File: src/rtl/core/hmi_command_deframer_assert.svh
// Assertion macros for the command deframer.
`ifndef HMI_COMMAND_DEFRAMER_ASSERT_SVH
`define HMI_COMMAND_DEFRAMER_ASSERT_SVH

`ifndef ASSERT_OFF
// Check an expression at every clock edge out of reset.
`define HCD_ASSERT(label, expr) \
  label: assert property (@(posedge clk) disable iff (!rst_n) (expr)) \
    else $error("hcd assertion failed");
// Check that a condition implies a consequence in the same cycle.
`define HCD_ASSERT_IMPL(label, cond, cons) \
  label: assert property (@(posedge clk) disable iff (!rst_n) (cond) |-> (cons)) \
    else $error("hcd assertion failed");
`else
`define HCD_ASSERT(label, expr)
`define HCD_ASSERT_IMPL(label, cond, cons)
`endif

`endif

File: src/rtl/core/hcd_pkg.sv
// Shared types and constants of the command deframer.
package hcd_pkg;

  localparam int unsigned POS_WIDTH_DEF = 10;
  localparam int unsigned BYTE_W        = 8;
  localparam int unsigned OUT_POS_W     = 10;
  localparam int unsigned MAX_LEN_W     = 10;
  localparam int unsigned EXP_W         = 9;
  localparam int unsigned LEN_BIAS      = 3;
  localparam int unsigned CFG_IDX_W     = 3;
  localparam int unsigned CFG_DATA_W    = 32;
  localparam int unsigned QUEUE_DEPTH   = 3;

  localparam logic [CFG_IDX_W-1:0] REG_FRAME_MODE = 3'd0;
  localparam logic [CFG_IDX_W-1:0] REG_HEAD_BYTE  = 3'd1;
  localparam logic [CFG_IDX_W-1:0] REG_TAIL_WORD  = 3'd2;
  localparam logic [CFG_IDX_W-1:0] REG_HEAD_WORD  = 3'd3;
  localparam logic [CFG_IDX_W-1:0] REG_MAX_LEN    = 3'd4;

  localparam logic        MODE_TAIL   = 1'b0;
  localparam logic        MODE_LENGTH = 1'b1;

  localparam logic [7:0]  HEAD_BYTE_RST = 8'hEE;
  localparam logic [31:0] TAIL_WORD_RST = 32'hFFFC_FFFF;
  localparam logic [15:0] HEAD_WORD_RST = 16'h5AA5;
  localparam logic [9:0]  MAX_LEN_RST   = 10'd258;

  typedef struct packed {
    logic        frame_mode;
    logic [7:0]  head_byte;
    logic [31:0] tail_word;
    logic [15:0] head_word;
    logic [9:0]  max_len;
  } cfg_t;

  typedef struct packed {
    logic [7:0]  data_byte;
    logic [9:0]  position;
    logic        stored;
    logic        frame_end;
    logic [9:0]  frame_length;
    logic        last_of_run;
  } res_t;

endpackage

File: src/rtl/core/hmi_command_deframer.sv
// Top level of the command deframer: config registers and result queue.
//
//  channel | dir | handshake               | payload
//  --------+-----+-------------------------+-------------------------------------------
//  in_     | in  | in_tvalid / in_tready   | tdata: rx_byte
//  out_    | out | out_tvalid / out_tready | tdata: data_byte, position, frame_length
//          |     |                         | tuser: stored, frame_end; tlast: last_of_run
//  cfg_    | in  | cfg_we                  | cfg_index, cfg_wdata
//
// One byte is taken per cycle while in_tready is high and is decoded in the cycle it is
// accepted; results go to a three-entry result queue, read one per cycle on out_tready.
// A byte that opens a length-mode frame yields two results, so a run of them is
// limited by the single-result output port.
// in_tready is high while at least two queue entries are free after this cycle's pop.
// Synchronous active-low reset clears frame state and queue count and loads the
// config register defaults.
module hmi_command_deframer import hcd_pkg::*; #(
  parameter int unsigned POS_WIDTH = POS_WIDTH_DEF
) (
  input  logic                  clk,
  input  logic                  rst_n,
  input  logic                  in_tvalid,
  output logic                  in_tready,
  input  logic [7:0]            in_tdata,   // [7:0] rx_byte
  output logic                  out_tvalid,
  input  logic                  out_tready,
  output logic [31:0]           out_tdata,  // [7:0] data_byte, [17:8] position,
                                            // [27:18] frame_length, [31:28] zero
  output logic [1:0]            out_tuser,  // [0] stored, [1] frame_end
  output logic                  out_tlast,
  input  logic                  cfg_we,
  input  logic [CFG_IDX_W-1:0]  cfg_index,
  input  logic [CFG_DATA_W-1:0] cfg_wdata
);

  cfg_t       cfg_r;
  res_t       q_r [QUEUE_DEPTH];
  res_t       q_nxt [QUEUE_DEPTH];
  res_t       q_sh [QUEUE_DEPTH];
  logic [1:0] cnt_r, cnt_nxt;
  logic [1:0] base;
  logic [1:0] res_cnt;
  res_t       res0, res1;
  logic       pop, acc;

  always_ff @(posedge clk) begin
    if (!rst_n) begin
      cfg_r.frame_mode <= MODE_TAIL;
      cfg_r.head_byte  <= HEAD_BYTE_RST;
      cfg_r.tail_word  <= TAIL_WORD_RST;
      cfg_r.head_word  <= HEAD_WORD_RST;
      cfg_r.max_len    <= MAX_LEN_RST;
    end else if (cfg_we) begin
      unique case (cfg_index)
        REG_FRAME_MODE: cfg_r.frame_mode <= cfg_wdata[0];
        REG_HEAD_BYTE:  cfg_r.head_byte  <= cfg_wdata[7:0];
        REG_TAIL_WORD:  cfg_r.tail_word  <= cfg_wdata[31:0];
        REG_HEAD_WORD:  cfg_r.head_word  <= cfg_wdata[15:0];
        REG_MAX_LEN:    cfg_r.max_len    <= cfg_wdata[MAX_LEN_W-1:0];
        default: ;
      endcase
    end
  end

  assign out_tvalid = (cnt_r != 2'd0);
  assign pop        = out_tvalid && out_tready;
  assign base       = cnt_r - {1'b0, pop};
  assign in_tready  = (base <= 2'd1);
  assign acc        = in_tvalid && in_tready;

  hcd_frame_core #(
    .POS_WIDTH (POS_WIDTH)
  ) u_core (
    .clk     (clk),
    .rst_n   (rst_n),
    .cfg     (cfg_r),
    .acc     (acc),
    .rx_byte (in_tdata),
    .res_cnt (res_cnt),
    .res0    (res0),
    .res1    (res1)
  );

  always_comb begin
    // Advance the queue on a pop, then append this item's results behind it.
    q_sh[0] = pop ? q_r[1] : q_r[0];
    q_sh[1] = pop ? q_r[2] : q_r[1];
    q_sh[2] = q_r[2];
    for (int i = 0; i < QUEUE_DEPTH; i++) begin
      q_nxt[i] = q_sh[i];
      if (acc && res_cnt != 2'd0 && 2'(i) == base) begin
        q_nxt[i] = res0;
      end else if (acc && res_cnt == 2'd2 && 2'(i) == base + 2'd1) begin
        q_nxt[i] = res1;
      end
    end
    cnt_nxt = acc ? base + res_cnt : base;
  end

  always_ff @(posedge clk) begin
    if (!rst_n) begin
      cnt_r <= 2'd0;
    end else begin
      cnt_r <= cnt_nxt;
    end
  end

  always_ff @(posedge clk) begin
    q_r <= q_nxt;
  end

  assign out_tdata = {4'd0, q_r[0].frame_length, q_r[0].position, q_r[0].data_byte};
  assign out_tuser = {q_r[0].frame_end, q_r[0].stored};
  assign out_tlast = q_r[0].last_of_run;

`include "hmi_command_deframer_assert.svh"

  `HCD_ASSERT_IMPL(a_no_overflow, acc, (3'(base) + 3'(res_cnt)) <= 3'd3)
  `HCD_ASSERT_IMPL(a_end_is_last, out_tvalid && out_tuser[1], out_tlast)
  `HCD_ASSERT_IMPL(a_head_has_follower, out_tvalid && !out_tlast, cnt_r >= 2'd2)

endmodule

File: src/rtl/core/hcd_frame_core.sv
// Frame tracking state and per-byte result generation.
module hcd_frame_core import hcd_pkg::*; #(
  parameter int unsigned POS_WIDTH = POS_WIDTH_DEF
) (
  input  logic              clk,
  input  logic              rst_n,
  input  cfg_t              cfg,
  input  logic              acc,
  input  logic [BYTE_W-1:0] rx_byte,
  output logic [1:0]        res_cnt,
  output res_t              res0,
  output res_t              res1
);

  localparam int unsigned CW = POS_WIDTH + OUT_POS_W;

  logic [POS_WIDTH-1:0] frame_pos_r, frame_pos_nxt;
  logic [31:0]          tail_shift_r, tail_shift_nxt;
  logic [15:0]          head_shift_r, head_shift_nxt;
  logic [EXP_W-1:0]     exp_len_r, exp_len_nxt;

  function automatic logic [OUT_POS_W-1:0] low_bits(input logic [CW-1:0] v);
    return v[OUT_POS_W-1:0];
  endfunction

  logic [CW-1:0]        pos_w, max_w, p_w, fpn_w, exp_w, min_w;
  logic [POS_WIDTH-1:0] p, fpn, fp1;
  logic [31:0]          ts;
  logic [15:0]          hs;
  logic [EXP_W-1:0]     exp_sel;
  logic                 st, hit, open, done;
  res_t                 main_res, head_res;

  always_comb begin
    pos_w = CW'(frame_pos_r);
    max_w = CW'(cfg.max_len);
    ts    = {tail_shift_r[23:0], rx_byte};
    hs    = {head_shift_r[7:0], rx_byte};
    open  = (frame_pos_r == '0);

    frame_pos_nxt  = frame_pos_r;
    tail_shift_nxt = tail_shift_r;
    head_shift_nxt = head_shift_r;
    exp_len_nxt    = exp_len_r;
    res_cnt        = 2'd0;
    main_res       = '0;
    head_res       = '0;

    p       = '0;
    p_w     = '0;
    fpn     = '0;
    fpn_w   = '0;
    fp1     = '0;
    exp_sel = exp_len_r;
    exp_w   = '0;
    min_w   = '0;
    st      = 1'b0;
    hit     = 1'b0;
    done    = 1'b0;

    if (cfg.frame_mode == MODE_TAIL) begin
      // Outside a frame, drop everything but the head byte.
      st  = (pos_w < max_w);
      fp1 = st ? frame_pos_r + POS_WIDTH'(1) : frame_pos_r;
      hit = (ts == cfg.tail_word);
      main_res.data_byte    = rx_byte;
      main_res.position     = low_bits(pos_w);
      main_res.stored       = st;
      main_res.frame_end    = hit;
      main_res.frame_length = hit ? low_bits(CW'(fp1)) : '0;
      main_res.last_of_run  = 1'b1;
      if (!(open && rx_byte != cfg.head_byte)) begin
        res_cnt        = 2'd1;
        frame_pos_nxt  = hit ? '0 : fp1;
        tail_shift_nxt = hit ? '0 : ts;
      end
    end else begin
      head_shift_nxt = hs;
      p       = open ? POS_WIDTH'(1) : frame_pos_r;
      p_w     = CW'(p);
      st      = (p_w < max_w);
      fpn     = p + POS_WIDTH'(1);
      fpn_w   = CW'(fpn);
      // The byte after the head holds the payload length.
      exp_sel = (fpn_w == CW'(LEN_BIAS)) ? EXP_W'(rx_byte) + EXP_W'(LEN_BIAS) : exp_len_r;
      exp_w   = CW'(exp_sel);
      done    = (fpn_w >= exp_w);
      min_w   = (fpn_w < max_w) ? fpn_w : max_w;

      head_res.data_byte    = cfg.head_word[15:8];
      head_res.position     = '0;
      head_res.stored       = (cfg.max_len != '0);
      head_res.frame_end    = 1'b0;
      head_res.frame_length = '0;
      head_res.last_of_run  = 1'b0;

      main_res.data_byte    = rx_byte;
      main_res.position     = low_bits(p_w);
      main_res.stored       = st;
      main_res.frame_end    = done;
      main_res.frame_length = done ? low_bits(min_w) : '0;
      main_res.last_of_run  = 1'b1;

      if (!(open && hs != cfg.head_word)) begin
        res_cnt        = open ? 2'd2 : 2'd1;
        frame_pos_nxt  = done ? '0 : fpn;
        exp_len_nxt    = done ? EXP_W'(LEN_BIAS) : exp_sel;
        head_shift_nxt = done ? '0 : hs;
      end
    end

    res0 = (res_cnt == 2'd2) ? head_res : main_res;
    res1 = main_res;
  end

  always_ff @(posedge clk) begin
    if (!rst_n) begin
      frame_pos_r  <= '0;
      tail_shift_r <= '0;
      head_shift_r <= '0;
      exp_len_r    <= EXP_W'(LEN_BIAS);
    end else if (acc) begin
      frame_pos_r  <= frame_pos_nxt;
      tail_shift_r <= tail_shift_nxt;
      head_shift_r <= head_shift_nxt;
      exp_len_r    <= exp_len_nxt;
    end
  end

endmodule

File: config.mk
export PLATFORM = sky130hd
export DESIGN_NAME = hmi_command_deframer
export DESIGN_NICKNAME = d
export VERILOG_FILES = /design/src/rtl/core/hcd_pkg.sv /design/src/rtl/core/hmi_command_deframer.sv /design/src/rtl/core/hcd_frame_core.sv
export VERILOG_INCLUDE_DIRS = /design/src /design/src/rtl/core
export SDC_FILE = /design/constraint.sdc
export NUM_CORES = 1
export LEC_CHECK = 0
export BUFFER_PORTS_ARGS = -buffer_cell sky130_fd_sc_hd__buf_2
export CORE_ASPECT_RATIO = 1.2
export CORE_MARGIN = 5
export CORE_UTILIZATION = 55
export DETAILED_ROUTE_END_ITERATION = 8
export PLACE_DENSITY = 0.83
export SLEW_MARGIN = 20
export SYNTH_ARGS = -nofsm -noshare
export SYNTH_HDL_FRONTEND = slang
export SYNTH_SLANG_ARGS = --single-unit
export TNS_END_PERCENT = 50
File: constraint.sdc
create_clock -name clk -period 7.6 [get_ports clk]
set_input_delay 1.14 -clock clk [delete_from_list [all_inputs] [get_ports clk]]
set_output_delay 1.14 -clock clk [all_outputs]
set_load 0.005 [all_outputs]
; ---- After elaboration in Yosys (flattened, before gate mapping)
; Cells that the tools add are included.
[totals]
regBits = 213
in_bits = 48
output_inout_bits = 37
[op_classes]
add_sub_neg = 6
n_lt_le_gt_ge = 5
eq_ne = 15
mux = 31
n_bitwise = 3
reduce_logical = 31
[op_table]
columns = op, n
row1 = $mux W31, 10
row2 = $mux W10, 10
row3 = $eq A32 B32 Y1, 1
row4 = $lt A10 B10 Y1, 3
row5 = $mux W24, 1
row6 = $mux W23, 1
row7 = $add A10 B1 Y10 const B, 2
row8 = $mux W9, 2
row9 = $mux W8, 2
row10 = $ne A16 B16 Y1, 1
row11 = $logic_and A1 B1 Y1, 12
row12 = $reduce_and A2 Y1, 6
row13 = $eq A10 B2 Y1 const B, 1
row14 = $ge A10 B9 Y1, 1
row15 = $logic_not A10 Y1, 1
row16 = $reduce_bool A10 Y1, 1
row17 = $add A8 B2 Y9 const B, 1
row18 = $reduce_and A3 Y1, 3
row19 = $mux W2, 4
row20 = $ne A8 B8 Y1, 1
row21 = $eq A3 B2 Y1 const B, 2
row22 = $reduce_bool A2 Y1, 3
row23 = $reduce_bool A3 Y1, 2
row24 = $eq A1 B2 Y1 const A, 2
row25 = other kinds (13), 18

; ---- Depth between registers and ports, before layout
; Gate-level depths: netlist (run 1).
[depth]
depth_word = 10
depth_mapped = 17
depth_no_buf = 15

; ---- Cells and area by module
; Synthesis (run 1) repeated with hierarchy kept, for this count alone.
[hier_totals]
cells_unflattened = 1213
area_unflattened_um2 = 11743.8
[by_module_without_submodules]
columns = mod, instances, cells_each, area_each_um2
row1 = hmi_command_deframer, 1, 589, 6917.9
row2 = hcd_frame_core, 1, 624, 4825.9

; ---- Least setup slack after synthesis (run 1)
; Ideal clock, no wire load.
[synth_timing]
path_kind = input to register
from = input in_tdata[7]
to = register q_r[0] (netlist bit) (enable)
setup_time_ps = 421
arrival_time_ps = 4055
setup_slack_ps = 3125
path_stages = 8
path_buffers = 3
path_cell_list = buf_2 > xor2_1 > nor4_1 > a21oi_2 > o32a_1 > buf_2 > buf_2 > nor2_1
[synth_between]
elab_chain_cells = 8
elab_cells_between_ends = 14
[synth_lines]
columns = item, line_no
row1 = start: declaration, hmi_command_deframer.sv:24  ; input logic [7:0] in_tdata,
row2 = $ne A16 B16 Y1 or $ne A8 B8 Y1 (tied branches), "hcd_frame_core.sv:104, hcd_frame_core.sv:72"
row3 = $logic_and A1 B1 Y1 (on tied branches), "hcd_frame_core.sv:104, hcd_frame_core.sv:72"
row4 = $mux W2 or $mux W1 (tied branches), "hcd_frame_core.sv:104, hcd_frame_core.sv:72"
row5 = $mux W2 (*), hcd_frame_core.sv:61  ; if (cfg.frame_mode == MODE_TAIL) begin
row6 = $eq A2 B2 Y1 or $reduce_bool A2 Y1 (tied branches), "hmi_command_deframer.sv:93, hmi_command_deframer.sv:91"
row7 = $logic_and A1 B1 Y1 (on tied branches) (2 in a row), "hmi_command_deframer.sv:93, hmi_command_deframer.sv:91"
row8 = $reduce_bool A2 Y1 (no source line) (*), -
row9 = end signal: assignment, hmi_command_deframer.sv:109  ; q_r <= q_nxt;
row10 = end: declaration, hmi_command_deframer.sv:37  ; res_t q_r [QUEUE_DEPTH];
; Every way passes the cells marked *; elsewhere a longest branch is shown, timed or not.
; A chain may end at the register's enable or synchronous reset.

==> results of run 1 <==
power by group through the flow:
stage	clock network [mW]	registers [mW]	logic (mW)
2_1_floorplan	0	1.34	0.261
3_3_place_gp	0	1.35	0.336
3_5_place_dp	0	1.35	0.346
4_1_cts	1.02	1.33	0.350
5_1_grt	1.07	1.33	0.382
6_report	1.01	1.33	0.352
synthesized netlist by cell type, types with 5 or more instances:
library cell	number
a21boi_0	25
a21oi_1	22
a22o_1	26
a22oi_1	24
a31oi_1	8
and2_1	8
and3_1	6
buf_2	21
buf_4	36
clkbuf_1	65
dfxtp_1	120
edfxtp_1	93
ha_1	41
inv_1	21
mux2_2	8
mux2i_1	28
nand2_1	202
nand2b_1	5
nand3_1	58
nand4_1	12
nor2_1	35
nor2b_1	27
nor3_1	7
nor4_1	10
o211ai_1	7
o21a_1	13
o21ai_0	35
o221a_2	8
o22ai_1	22
xnor2_1	42
xor2_1	41
layer usage:
layer	part of all wire	vias up	wire length [microns]
li1	-	3952	-
met1	0.40	4011	10800
met2	0.49	361	13300
met3	0.075	91	2040
met4	0.040	0	1100
met5	0	-	0
path summary, 6_finish.rpt:
kind	depth (start not counted)	startpoint	end	slack, ns
worst min-delay path	2	u_core.exp_len_r[4]	u_core.exp_len_r[4]	0.46
worst max-delay path	14	u_core.frame_pos_r[3]	out_tdata[25]	2.45
worst min register to register	2	u_core.exp_len_r[4]	u_core.exp_len_r[4]	0.46
worst max register to register	14	u_core.frame_pos_r[3]	out_tdata[25]	2.45
state kept, by name (all words and copies together) (netlist names):
| name | cells |
|---|---|
| cfg_r | 67 |
| cnt_r | 2 |
| out_tdata | 28 |
| out_tlast | 1 |
| out_tuser | 2 |
| q_r | 62 |
| u_core.exp_len_r | 9 |
| u_core.frame_pos_r | 10 |
| u_core.head_shift_r | 8 |
| u_core.tail_shift_r | 24 |
layout make-up:
cell class	count	area, sq um	share of cell area
Timing Repair Buffer	88	460	0.0390
Inverter	23	86.3	0.00732
Clock buffer	26	566	0.0479
Clock inverter	13	106	0.00901
Multi-Input combinational cell	780	5060	0.429
Sequential cell	213	5190	0.440
Tap cell	261	327	0.0277
per-stage QoR:
step | util | hold WS, ns | power (mW)
3_3_place_gp | 0.567 | 0.437 | 1.69
6_report | 0.601 | 0.459 | 2.69
2_1_floorplan | - | 0.425 | 1.60
5_1_grt | 0.601 | 0.476 | 2.79
4_1_cts | 0.601 | 0.459 | 2.70
3_5_place_dp | 0.567 | 0.445 | 1.70
cell usage in the layout, fill, tap and decap left out, types with 27 or more instances in the layout:
cell type,netlist,layout
buf_2,21,80
dfxtp_1,120,120
edfxtp_1,93,93
ha_1,41,41
mux2i_1,28,28
nand2_1,202,201
nand3_1,58,58
nor2_1,35,34
nor2b_1,27,27
o21ai_0,35,35
xnor2_1,42,42
xor2_1,41,41
kinds of logic after synthesis:
group	count (synthesis)	share of synthesized area
muxes	36	0.0338
buffers and inverters	149	0.0671
other	2	0.000684
adders and majority gates	41	0.0468
AOI/OAI and AO/OA	221	0.145
xor gates and xnor gates	83	0.0663
DFF	213	0.473
and+or+nand+nor	394	0.167
worst reg2reg max path, cell delays in order (launching register included):
cell      delay [ns]
dfxtp_1         0.65
nand4_1         0.31
nor2_1          0.37
xor2_1          0.21
nor3_1          0.18
nand3_1         0.46
mux2i_1         0.38
ha_1            0.27
nand2b_1        0.14
a211oi_1        0.23
o211ai_1        0.13
a211oi_1        0.62
nand2b_1        0.49
o22ai_1         0.23
a22o_1          0.25
==> metrics.cfg, run 1 <==
[status]
status=finished clean

[drt]
via_count=8415
firstDrtPassIters=7
drt-initial-drc-count=843
drc=0
avgViaCountPerCell=5.99
wl_microns=27300
ant_nets=0
wire_per_inst_microns=19.4

[cts]
cts_root_buffer=clkbuf_16
cts_hold_buf=0
tritoncts=done
cts_buffers=22
cts_setup_buffers=0
clock_sinks=213
cts_resized=0
clk_latency_ns=0.51
clk_pin_slew_ns=0.06
cts_buffer_depth=3
htreeDepth=1

[global_route]
grt_max_degree=108
grt_use_met1=0.288
grt-ovfl-total=0
met3_usage=0.0376
grt_pass1_vias=8187
globalRouteTotalUtil=0.233
grt_pass1_wl_microns=43100
busiest_layer=met2
use_met2=0.407
grt_antenna_before_repair=0

[layout]
area_growth_pct=7.54
drive_gt1_frac=0.133
fillerInstances=1615
design_area_sq_um=11800
instances_no_fill=1404
final_nets=1217
antenna_cells=0

[die]
num_rows=56
die_w_microns=139
dieArea_sq_um=22900
die_h_microns=165
initial_core_util=0.559
ios=85
coreArea_sq_um=19600

[placement]
place_inst=1365
dpl-instance-area_sq_um=11100
dp_hpwl_microns=19400
place.gp.congestion=0.985
port_buffers=80
dp_worst_setup_slack_ns=2.56

[synth]
netlist.area_leader.share=0.255
ys.flop_type=dfxtp_1
synthArstFlopShare=0
synth_seq_cells=213
synthDistinctLibCells=71
yosysSeqAreaShare=0.473
synthCells=1139
synth_area_leaders=edfxtp_1 25%, dfxtp_1 22%, nand2_1 6.9%, ha_1 4.7%, xnor2_1 3.4%
yosys.area.top_type=edfxtp_1
netlist_area_sq_um=11000
ys_warn_count=0
synth-edff-count=93
syn_area_per_cell_sq_um=9.63

[power]
internal-power_mw=1.98
pwr-share-comb=0.131
power_leakage_nw=4.63
power.share.clock=0.375
swShare=0.261
switching_power_uw=702
irDropWorstVdd_uv=169
power.density_nw_per_um2=228
p_seq_frac=0.494

[setup_path]
endpoint_kind=flip-flop
crit_path_top_delay_cell=dfxtp_1
path_delay_family=simple AND/OR/NAND/NOR gates
cp.required_ns=7.85
cp_max_fo=16
cp.arrival_ns=5.40
critical_path_class=reg -> reg
slowest_delay_ns=0.65
worstSetupStartpointType=flip-flop
cp_num_buf_inv=0
path_cells=nand4_1 > nor2_1 > xor2_1 > nor3_1 > nand3_1 > mux2i_1 > ha_1 > nand2b_1 > a211oi_1 > o211ai_1 > a211oi_1 > nand2b_1 > o22ai_1 > a22o_1

[sta]
tightest_slew_ns=0.994
drv_slew=0
finClkSkew_ns=0.0174
setup_slack_ns=2.45
finalHoldViolations=0
slew_headroom=0.331
min_period_ns=5.15
rsz0062_at_grt=false
setup_viol=0
fmax_mhz=194
finalCritPeriodShare=0.678
fin_tns_setup_ns=0

[flow_run]
max_cap_violations=0

[min_path]
hold_path_class=reg -> reg

No activity file was read; power rests on OpenSTA's default activity.
==> run 2, diff against run 1 <==
PLACE_DENSITY = 0.86   (was 0.83)
clock period = 4.5 ns   (was 7.6 ns; I/O delays follow)
==> metrics.cfg, run 2 (synthesis gave the netlist of run 1 again) <==
[cts]
htreeDepth=1  ; unchanged
cts_buffers=23  ; +4.5%
cts_setup_buffers=0  ; unchanged
clock_sinks=213  ; unchanged
cts_hold_buf=0  ; unchanged
tritoncts=done
clk_pin_slew_ns=0.06  ; about the same
cts_buffer_depth=3  ; unchanged
clk_latency_ns=0.52  ; about the same
cts_resized=0  ; unchanged
cts_root_buffer=clkbuf_16

[placement]
place_inst=1389  ; +1.8%
dp_hpwl_microns=19600  ; +0.61%
dp_worst_setup_slack_ns=0.0566  ; -2.50 ns
place.gp.congestion=0.942  ; -4.4%
port_buffers=80  ; unchanged
dpl-instance-area_sq_um=11300  ; +1.6%

[setup_path]
reg2regPathDepth=14  ; unchanged
slowest_delay_ns=0.52  ; -0.13 ns
cp_common_cell=buf_4
crit_path_top_delay_cell=dfxtp_1
cp.arrival_ns=4.64  ; -0.76 ns
critical_path_class=reg -> reg
path_delay_family=simple AND/OR/NAND/NOR gates
reg2reg_setup_slack_ns=0.27  ; -2.18 ns
cp.required_ns=4.91  ; -2.94 ns
endpoint_kind=flip-flop
cp_num_buf_inv=2  ; +2
path_cells=nand4_1 > nor3b_1 > xor2_1 > nor3_1 > nand3_2 > buf_4 > mux2i_1 > ha_1 > a21oi_1 > a21boi_0 > a211oi_1 > buf_4 > or3b_1 > o31a_1
r2r_end=u_core.exp_len_r[1]
crit_start=u_core.frame_pos_r[3]
worstSetupStartpointType=flip-flop
r2r-start=u_core.frame_pos_r[3]
cp_max_fo=9  ; -7

[drt]
ant_nets=0  ; unchanged
firstDrtPassIters=5  ; -2
via_count=8524  ; +1.3%
avgViaCountPerCell=5.96  ; -0.62%
wire_per_inst_microns=19.3  ; -0.83%
drt-initial-drc-count=841  ; -0.24%
wl_microns=27600  ; +1.1%
drc=0  ; unchanged

[layout]
top_register=cfg_r
antenna_cells=0  ; unchanged
drive_gt1_frac=0.158  ; +0.0251
fillerInstances=1599  ; -0.99%
final_util=0.615  ; +0.0132
multi_input_area_sq_um=5070  ; +0.22%
design_area_sq_um=12100  ; +2.2%
final_common_cell=nand2_1
register_area_sq_um=5200  ; about the same
area_growth_pct=9.90
largest_reg_flops=67  ; unchanged
instances_no_fill=1431  ; +1.9%
mostFrequentLayoutCells=202 x nand2_1, 119 x dfxtp_1, 93 x edfxtp_1, 80 x buf_2, 57 x nand3_1
final_nets=1242  ; +2.1%

[min_path]
hp-start=cfg_wdata[21]
min_to=cfg_r[47]
hold_path_class=in -> reg
holdPathStages=3  ; +1

[sta]
slew_headroom=0.289  ; -0.0429
hold_slack_ns=0.363  ; -0.0965 ns
tightest_slew_ns=1.07  ; +0.0736 ns
rsz0062_at_grt=false
setup_slack_ns=0.269  ; -2.18 ns
finalCritPeriodShare=0.940  ; +0.263
finalHoldViolations=0  ; unchanged
fmax_mhz=236  ; +22%
min_period_ns=4.23  ; -0.919 ns
finClkSkew_ns=0.0128  ; -0.00458 ns
setup_viol=0  ; unchanged
drv_slew=0  ; unchanged
fin_tns_setup_ns=0  ; unchanged

[power]
irDropWorstVdd_uv=292  ; +73%
pwr-share-comb=0.130  ; about the same
internal-power_mw=3.46  ; +74%
power_leakage_nw=4.80  ; +3.8%
power.density_nw_per_um2=386  ; +69%
power.share.clock=0.390  ; +0.015
p_seq_frac=0.480  ; -0.014
swShare=0.256  ; -0.00479
switching_power_mw=1.19  ; +70%
power.total_mw=4.65  ; +73%

[die]
initial_core_util=0.559  ; unchanged
die_h_microns=165  ; unchanged
num_rows=56  ; unchanged
die_w_microns=139  ; unchanged
ios=85  ; unchanged
dieArea_sq_um=22900  ; unchanged
coreArea_sq_um=19600  ; unchanged

[global_route]
grt_antenna_before_repair=0  ; unchanged
grt_pass1_wl_microns=44000  ; +2.0%
grt_max_degree=60  ; -44%
grt_pass1_vias=8335  ; +1.8%
globalRouteTotalUtil=0.235  ; +0.00279
grt-ovfl-total=0  ; unchanged

[flow_run]
max_cap_violations=0  ; unchanged

[status]
status=finished clean

## run 2: cell types whose count changed in the layout (fill, tap and decap cells not counted), sizes merged
| cell | before | now |
|---|---|---|
| clkinv | 11 | 7 |
| inv | 21 | 23 |
| clkbuf | 26 | 35 |
| bufinv | 1 | 0 |
| clkinvlp | 3 | 0 |
| buf | 88 | 112 |
## run 2: worst max path at each step
stage / endpoint / slack (ns) / depth (start not counted)
after CTS: out_tuser[1] / 0.03 / 16
after global routing: u_core.exp_len_r[1] / 0.05 / 14
after floorplan: q_r[0] / 0.49 / 8
final: u_core.exp_len_r[1] / 0.27 / 14
after global placement: q_r[41] / 0.24 / 15
after detailed placement: q_r[41] / 0.06 / 15
## run 2: power by group through the flow
stage          Combinational (mW)  Clock [mW]  Sequential [mW]
6_report                    0.604        1.82             2.23
5_1_grt                     0.661        1.92             2.24
4_1_cts                     0.602        1.84             2.23
3_5_place_dp                0.594           0             2.27
3_3_place_gp                0.580           0             2.27
2_1_floorplan               0.440           0             2.26
## run 2: worst register-to-register path: stages, from the launching register on
cell	delay, ns
dfxtp_1	0.52
nand4_1	0.27
nor3b_1	0.30
xor2_1	0.13
nor3_1	0.26
nand3_2	0.23
buf_4	0.24
mux2i_1	0.20
ha_1	0.28
a21oi_1	0.21
a21boi_0	0.14
a211oi_1	0.34
buf_4	0.20
or3b_1	0.50
o31a_1	0.29
## run 2: routing by layer
metal,global-route usage,vias to the layer above,part of all wire
li1,-,3999,-
met1,0.300,4066,0.41
met2,0.410,395,0.49
met3,0.0353,64,0.071
met4,0.0823,0,0.030
met5,0,-,0
## run 2: layout make-up
type	count	share of cell area
multi-input cells	780	0.420
clock inverters	7	0.00477
flip-flops and latches	213	0.431
repair buffers	112	0.0531
inverters	23	0.00716
clock buffers	35	0.0564
well taps	261	0.0271
